$ cat config.mk
export PLATFORM = sky130hd
export DESIGN_NAME = least_loaded_machine_assigner
export DESIGN_NICKNAME = d
export VERILOG_FILES = /design/src/design/llma_pkg.sv /design/src/design/least_loaded_machine_assigner.sv /design/src/design/llma_load_mem.sv
export SDC_FILE = /design/constraint.sdc
export NUM_CORES = 1
export LEC_CHECK = 0
export ABC_AREA = 1
export BUFFER_PORTS_ARGS = -buffer_cell sky130_fd_sc_hd__buf_2
export CAP_MARGIN = 20
export CORE_ASPECT_RATIO = 0.75
export CORE_MARGIN = 4
export CORE_UTILIZATION = 45
export CTS_CLUSTER_SIZE = 10
export DETAILED_ROUTE_END_ITERATION = 6
export PLACE_DENSITY = 0.62
export SETUP_SLACK_MARGIN = 0.15
export SLEW_MARGIN = 20
export SYNTH_ARGS = -nofsm -noshare
export SYNTH_HDL_FRONTEND = slang
export SYNTH_SLANG_ARGS = --single-unit
$ cat constraint.sdc
create_clock -name i_clk -period 6.5 [get_ports i_clk]
set_input_delay 1.3 -clock i_clk [delete_from_list [all_inputs] [get_ports i_clk]]
set_output_delay 1.3 -clock i_clk [all_outputs]
set_load 0.05 [all_outputs]
$ cat src/design/llma_pkg.sv
// Shared types and constants for the least-loaded machine assigner.
package llma_pkg;

    localparam int LOAD_W = 32;
    localparam int CFG_W  = 5;
    localparam int ID_W   = 16;
    localparam int TIME_W = 16;
    localparam int MACH_W = 4;

    typedef logic [LOAD_W-1:0] t_load;

    localparam t_load LOAD_MAX = '1;

    // Control strobes from the sequencer to the load memory.
    typedef struct packed {
        logic clear;
        logic rd_en;
        logic wr_en;
    } t_mem_ctl;

endpackage

$ cat src/design/least_loaded_machine_assigner.sv
// Least-loaded machine assigner: greedy list scheduling over a load memory.
// A result beat is registered once its job beat has been accepted and the scan, a drain
// step and the write-back step are done (M = machines in use after clamping), later while the output is stalled.
// o_stall holds off a new job until the previous result is registered; the scan of the load memory
// reads one stored load per cycle through its single read port.
// Reset (synchronous, active low): all loads zero, empty batch, M = 1.
module least_loaded_machine_assigner #(
    parameter int MAX_MACHINES = 16
) (
    input  logic                        i_clk,
    input  logic                        i_rst_n,
    // config
    input  logic                        i_cfg_we,
    input  logic [llma_pkg::CFG_W-1:0]  i_cfg_wdata,
    // job beats
    input  logic                        i_valid,
    output logic                        o_stall,
    input  logic [llma_pkg::ID_W-1:0]   i_job_id,
    input  logic [llma_pkg::TIME_W-1:0] i_job_time,
    input  logic                        i_new_batch,
    // result beats
    output logic                        o_valid,
    input  logic                        i_stall,
    output logic [llma_pkg::ID_W-1:0]   o_assigned_job,
    output logic [llma_pkg::MACH_W-1:0] o_chosen_machine,
    output llma_pkg::t_load             o_machine_total,
    output llma_pkg::t_load             o_batch_makespan,
    output logic                        o_load_saturated
);

    localparam int AW = (MAX_MACHINES > 1) ? $clog2(MAX_MACHINES) : 1;
    // counts up to MAX_MACHINES itself
    localparam int CW = $clog2(MAX_MACHINES + 1);

    typedef enum logic [1:0] {
        S_IDLE,
        S_SCAN,
        S_DRAIN,
        S_DONE
    } t_state;

    t_state                        r_state;
    logic [llma_pkg::CFG_W-1:0]    r_cfg;
    logic [CW-1:0]                 r_jobs;      // jobs placed in order this batch
    logic [CW-1:0]                 r_m;         // machines in use, latched per job
    logic [CW-1:0]                 r_cnt;       // scan read address
    logic                          r_pend;      // read data arrives this cycle
    logic [AW-1:0]                 r_pidx;      // index of that data
    logic                          r_inorder;
    logic [AW-1:0]                 r_pick;      // in-order target
    logic [llma_pkg::ID_W-1:0]     r_id;
    logic [llma_pkg::TIME_W-1:0]   r_time;
    llma_pkg::t_load               r_min;
    logic [AW-1:0]                 r_argmin;
    llma_pkg::t_load               r_max;
    llma_pkg::t_load               r_pick_load;

    logic                          r_ovalid;
    logic [llma_pkg::ID_W-1:0]     r_o_id;
    logic [llma_pkg::MACH_W-1:0]   r_o_mach;
    llma_pkg::t_load               r_o_total;
    llma_pkg::t_load               r_o_span;
    logic                          r_o_sat;

    logic [CW-1:0]                 n_m;
    logic [CW-1:0]                 n_jobs_eff;
    logic                          w_accept;
    logic                          w_out_free;
    llma_pkg::t_mem_ctl            w_ctl;
    llma_pkg::t_load               w_rd_data;
    logic [AW-1:0]                 w_sel;
    llma_pkg::t_load               w_base;
    logic [llma_pkg::LOAD_W:0]     w_sum;
    llma_pkg::t_load               w_total;
    llma_pkg::t_load               w_span;
    logic [AW+llma_pkg::MACH_W-1:0] w_sel_ext;

    // effective machine count: 0 means 1, anything past the build limit is the limit
    always_comb begin
        if (r_cfg == '0) begin
            n_m = CW'(1);
        end else if (32'(r_cfg) > 32'(MAX_MACHINES)) begin
            n_m = CW'(MAX_MACHINES);
        end else begin
            n_m = CW'(r_cfg);
        end
    end

    assign o_stall    = (r_state != S_IDLE);
    assign w_accept   = i_valid && (r_state == S_IDLE);
    assign w_out_free = !r_ovalid || !i_stall;
    assign n_jobs_eff = i_new_batch ? '0 : r_jobs;

    // final pick, saturating add and the new makespan
    assign w_sel  = r_inorder ? r_pick : r_argmin;
    assign w_base = r_inorder ? r_pick_load : r_min;
    assign w_sum  = {1'b0, w_base} + (llma_pkg::LOAD_W + 1)'(r_time);
    assign w_total = (w_sum >= {1'b0, llma_pkg::LOAD_MAX}) ? llma_pkg::LOAD_MAX
                                                            : w_sum[llma_pkg::LOAD_W-1:0];
    // loads only grow, so the new maximum is the old one or the updated entry
    assign w_span    = (w_total > r_max) ? w_total : r_max;
    assign w_sel_ext = {{llma_pkg::MACH_W{1'b0}}, w_sel};

    always_comb begin
        w_ctl.clear = w_accept && i_new_batch;
        w_ctl.rd_en = (r_state == S_SCAN);
        w_ctl.wr_en = (r_state == S_DONE) && w_out_free;
    end

    llma_load_mem #(
        .DEPTH (MAX_MACHINES),
        .AW    (AW)
    ) u_mem (
        .i_clk     (i_clk),
        .i_rst_n   (i_rst_n),
        .i_ctl     (w_ctl),
        .i_rd_addr (r_cnt[AW-1:0]),
        .i_wr_addr (w_sel),
        .i_wr_data (w_total),
        .o_rd_data (w_rd_data)
    );

    // config register
    always_ff @(posedge i_clk) begin
        if (!i_rst_n) begin
            r_cfg <= llma_pkg::CFG_W'(1);
        end else if (i_cfg_we) begin
            r_cfg <= i_cfg_wdata;
        end
    end

    // sequencer: accept, scan loads (min, argmin, max), write back, emit
    always_ff @(posedge i_clk) begin
        if (!i_rst_n) begin
            r_state  <= S_IDLE;
            r_jobs   <= '0;
            r_pend   <= 1'b0;
            r_ovalid <= 1'b0;
        end else begin
            // result register: loads on the final step, holds while stalled
            if ((r_state == S_DONE) && w_out_free) begin
                r_ovalid <= 1'b1;
            end else if (!i_stall) begin
                r_ovalid <= 1'b0;
            end

            // consume the read beat issued in the previous cycle
            r_pend <= (r_state == S_SCAN);
            if (r_pend) begin
                if (r_pidx == '0) begin
                    r_min    <= w_rd_data;
                    r_argmin <= '0;
                    r_max    <= w_rd_data;
                end else begin
                    if (w_rd_data < r_min) begin
                        r_min    <= w_rd_data;
                        r_argmin <= r_pidx;
                    end
                    if (w_rd_data > r_max) begin
                        r_max <= w_rd_data;
                    end
                end
                if (r_pidx == r_pick) begin
                    r_pick_load <= w_rd_data;
                end
            end

            unique case (r_state)
                S_IDLE: begin
                    if (w_accept) begin
                        r_id      <= i_job_id;
                        r_time    <= i_job_time;
                        r_m       <= n_m;
                        r_jobs    <= n_jobs_eff;
                        r_inorder <= (n_jobs_eff < n_m);
                        r_pick    <= n_jobs_eff[AW-1:0];
                        r_cnt     <= '0;
                        r_state   <= S_SCAN;
                    end
                end
                S_SCAN: begin
                    r_pidx <= r_cnt[AW-1:0];
                    r_cnt  <= r_cnt + CW'(1);
                    if (r_cnt == r_m - CW'(1)) begin
                        r_state <= S_DRAIN;
                    end
                end
                S_DRAIN: begin
                    r_state <= S_DONE;
                end
                S_DONE: begin
                    if (w_out_free) begin
                        r_o_id    <= r_id;
                        r_o_mach  <= w_sel_ext[llma_pkg::MACH_W-1:0];
                        r_o_total <= w_total;
                        r_o_span  <= w_span;
                        r_o_sat   <= (w_total == llma_pkg::LOAD_MAX);
                        if (r_inorder) begin
                            r_jobs <= r_jobs + CW'(1);
                        end
                        r_state <= S_IDLE;
                    end
                end
                default: begin
                    r_state <= S_IDLE;
                end
            endcase
        end
    end

    assign o_valid          = r_ovalid;
    assign o_assigned_job   = r_o_id;
    assign o_chosen_machine = r_o_mach;
    assign o_machine_total  = r_o_total;
    assign o_batch_makespan = r_o_span;
    assign o_load_saturated = r_o_sat;

endmodule

$ cat src/design/llma_load_mem.sv
// Machine load memory: registered read, per-entry valid bits, batch clear.
module llma_load_mem #(
    parameter int DEPTH = 16,
    parameter int AW    = 4
) (
    input  logic                i_clk,
    input  logic                i_rst_n,
    input  llma_pkg::t_mem_ctl  i_ctl,
    input  logic [AW-1:0]       i_rd_addr,
    input  logic [AW-1:0]       i_wr_addr,
    input  llma_pkg::t_load     i_wr_data,
    output llma_pkg::t_load     o_rd_data
);

    llma_pkg::t_load r_mem [DEPTH];
    logic [DEPTH-1:0] r_vld;
    llma_pkg::t_load r_rd_data;
    logic            r_rd_vld;

    // storage, no reset
    always_ff @(posedge i_clk) begin
        if (i_ctl.wr_en) begin
            r_mem[i_wr_addr] <= i_wr_data;
        end
        if (i_ctl.rd_en) begin
            r_rd_data <= r_mem[i_rd_addr];
        end
    end

    // valid bits: an entry never written since the last clear reads as zero
    always_ff @(posedge i_clk) begin
        if (!i_rst_n) begin
            r_vld    <= '0;
            r_rd_vld <= 1'b0;
        end else begin
            if (i_ctl.clear) begin
                r_vld <= '0;
            end else if (i_ctl.wr_en) begin
                r_vld[i_wr_addr] <= 1'b1;
            end
            if (i_ctl.rd_en) begin
                r_rd_vld <= r_vld[i_rd_addr];
            end
        end
    end

    assign o_rd_data = r_rd_vld ? r_rd_data : '0;

endmodule
==> metrics.txt <==
worst path arrival time 6160 ps; global route total overflow 0; final core occ 0.516; Antenna diodes 0; vias per cell 5.64; Critical Path End Type register; Final Net Count 3315; Port Buffers 129; initial DRC count 2479; Worst Skew 33.6 ps; Synth Cell Area 0.0351 mm^2; CP max stage delay 580 ps; status finished, final reports clean; core area 0.0772 mm^2; Starting Density 0.455; TritonCTS clock tree yes; Relative slew margins 0.221; Max Fanout on Critical Path 32; number of synthesized flops with an enable pin 780; critical path class register to register; worst-skew pair later-pin latency 660 ps; Synth area leaders edfxtp_1, nand2_1, o21ai_0, ha_1, nor2_1; Hold Slack 416 ps; die footprint 0.0827 mm^2; I/O Pins 130; leakage 15.0 nW; first-pass GRT wire length 143000 um; Synth cell types 48; WL final 96600 um; largest area contributor in the netlist edfxtp_1; clk sink count 811; CP max stage cell nand3_2; drt first pass iters 5; die span in x 331 um; period utilisation layout 0.887; CP top delay family simple AND/OR/NAND/NOR gates; hold_buf cts 0; drt drc 0; FILL cells 6549; Hold Path Class register to register; WP data required 6900 ps; All-Layer GR Usage 0.232; via count 23700; PwrDens 362 mW/mm^2; WP buf/inv 6; clk slew on worst S/H paths 60 ps; Least-Margin Pin Slew 1160 ps; max-slew violations 0; Sum Neg Setup Slack 0 ps; Highest Clock Rate 174 MHz; largest net degree at the start of global routing 146; Yosys top cell area share 0.667; antenna violations before repair 3; Syn-to-layout area delta 13.4%; max_cap viols 0; startpoint types register; min cycle time layout 5760 ps; CTS Root Cell clkbuf_16; CP cell instances buf_4 -> buf_4 -> o21ai_0 -> ha_1 -> nand2_1 -> inv_1 -> a21oi_1 -> nand2_1 -> nand2_1 -> nand2_1 -> nand3_2 -> buf_4 -> nand3_2 -> ha_1 -> nand4_1 -> nor4_1 -> buf_4 -> nand3_1 -> a21boi_2 -> buf_6 -> nand2_1 -> nand2_1; DRT antenna net count 0; most common cell in the netlist edfxtp_1; ys flop type edfxtp_1; Critical Path Most Common Cell nand2_1; synth cell count leaders edfxtp_1, nand2_1, nor2_1; Placement Rows 88; H-tree lvl count 3; warnings from Yosys 0; layout cells sized above 1 0.121; Mean Syn Cell Area 11.7 um^2; RSZ-0062 raised after global routing no; CTS Buf Count 92; Routed WL per cell 22.9 um; RePlAce Congestion 0.898; Final Hold Viols 0; dpl hpwl 59800 um; syn_nets 3162; Post-Synthesis Cells 2996; CTS Buffer Depth 3; sequential area share after synthesis 0.684; vias in the first global route 22900; async set-reset flop share out of synthesis 0; die height 250 um; Yosys reg bits 811; Final Setup Violations 0; worst vdd ir 0.278 mV
kinds of logic after synthesis:
logic type / Yosys count / share of synthesized area
simple gates: 1077 / 0.129
xor+xnor: 13 / 0.00324
compound gates: 576 / 0.0950
mux: 1 / 0.000285
buf+inv: 395 / 0.0440
fa+ha+maj: 123 / 0.0440
flops: 811 / 0.684
per-stage QoR:
| step | total power (W) | area [um^2] | worst slack (ps) | cells |
|---|---|---|---|---|
| after floorplan | 0.00871 | 35100 | 940 | 2996 |
| after global placement | 0.00983 | 37200 | 690 | 4086 |
| after detailed placement | 0.00992 | 37200 | 558 | 4087 |
| after CTS | 0.0145 | 39700 | 507 | 4211 |
| after global routing | 0.0151 | 39800 | 256 | 4214 |
| final | 0.0144 | 39800 | 737 | 4214 |
worst register-to-register path, cell delays in order, from the launching register on:
cell	delay, ps
edfxtp_1	360
buf_4	180
buf_4	210
o21ai_0	340
ha_1	360
nand2_1	150
inv_1	50
a21oi_1	210
nand2_1	170
nand2_1	120
nand2_1	160
nand3_2	110
buf_4	530
nand3_2	590
ha_1	540
nand4_1	200
nor4_1	370
buf_4	180
nand3_1	90
a21boi_2	190
buf_6	210
nand2_1	120
nand2_1	80
routing by layer:
layer,vias to the layer above,GRT usage,wire length (um)
li1,10900,-,-
met1,11700,0.337,42900
met2,991,0.347,42700
met3,171,0.0554,8390
met4,0,0.0671,2650
met5,-,0,0
flip-flops by register name, summed over array words and instances, names as in the netlist, 2 cells and up:
name / count
u_mem.r_mem: 512
o_batch_makespan: 32
o_machine_total: 32
r_max: 32
r_min: 32
r_pick_load: 32
u_mem.r_rd_data: 32
o_assigned_job: 16
r_id: 16
r_time: 16
u_mem.r_vld: 16
r_cfg: 5
r_cnt: 5
r_jobs: 5
r_m: 5
o_chosen_machine: 4
r_argmin: 4
r_pick: 4
r_pidx: 4
r_state: 2
final cells by class:
type,instances,area [um^2],area share
Clock buffer,112,2380,0.0597
Clock inverter,12,158,0.00396
Inverter,258,976,0.0245
Multi-Input combinational cell,1790,9790,0.246
Sequential cell,811,24000,0.604
Timing Repair Buffer,196,1190,0.0299
Tap cell,1035,1290,0.0325
cells in the final DEF, fill, tap and decap left out, types with 3 or more instances in the layout:
master       n
buf_12       3
clkinv_8     3
nor3_2       3
nand2_2      5
nand3_2     24
inv_2        5
clkbuf_1    20
nor3_1      14
clkbuf_16   92
xnor2_1      4
o21ai_0    313
nor2_1     374
nand3_1    110
or2_2        5
a21oi_1     70
ha_1       121
dfxtp_1     31
o221ai_1    55
o21ai_2      5
buf_2      129
nand3_4      9
inv_1      250
xor2_1       9
buf_4       63
o21ai_1      9
o22ai_1     83
nor4_1       7
inv_6        3
a211oi_1     5
o211ai_1    19
nand2_1    480
a221oi_1     3
nor2_4      22
nand3b_1     4
edfxtp_1   780
nand4_1     16
path summary, 6_finish.rpt:
kind                          endpoint  cells past startpoint  slack, ps  startpoint
hold / removal       o_assigned_job[0]                      0        420     r_id[0]
hold reg to reg      o_assigned_job[0]                      0        420     r_id[0]
setup / recovery  o_batch_makespan[21]                     22        740   r_inorder
setup reg to reg  o_batch_makespan[21]                     22        740   r_inorder
report_power, final:
part           leakage, nW  switching [W]  internal [W]
combinational         6.40        0.00248      0.000867
sequential            7.33       0.000127       0.00639
clock                 1.23        0.00196       0.00260
timing repair:
item	4_1_cts	5_1_grt
setup buffers	0	3
setup endpoints to repair	0	32
gates resized for setup	0	11
No activity file was read; power rests on OpenSTA's default activity.
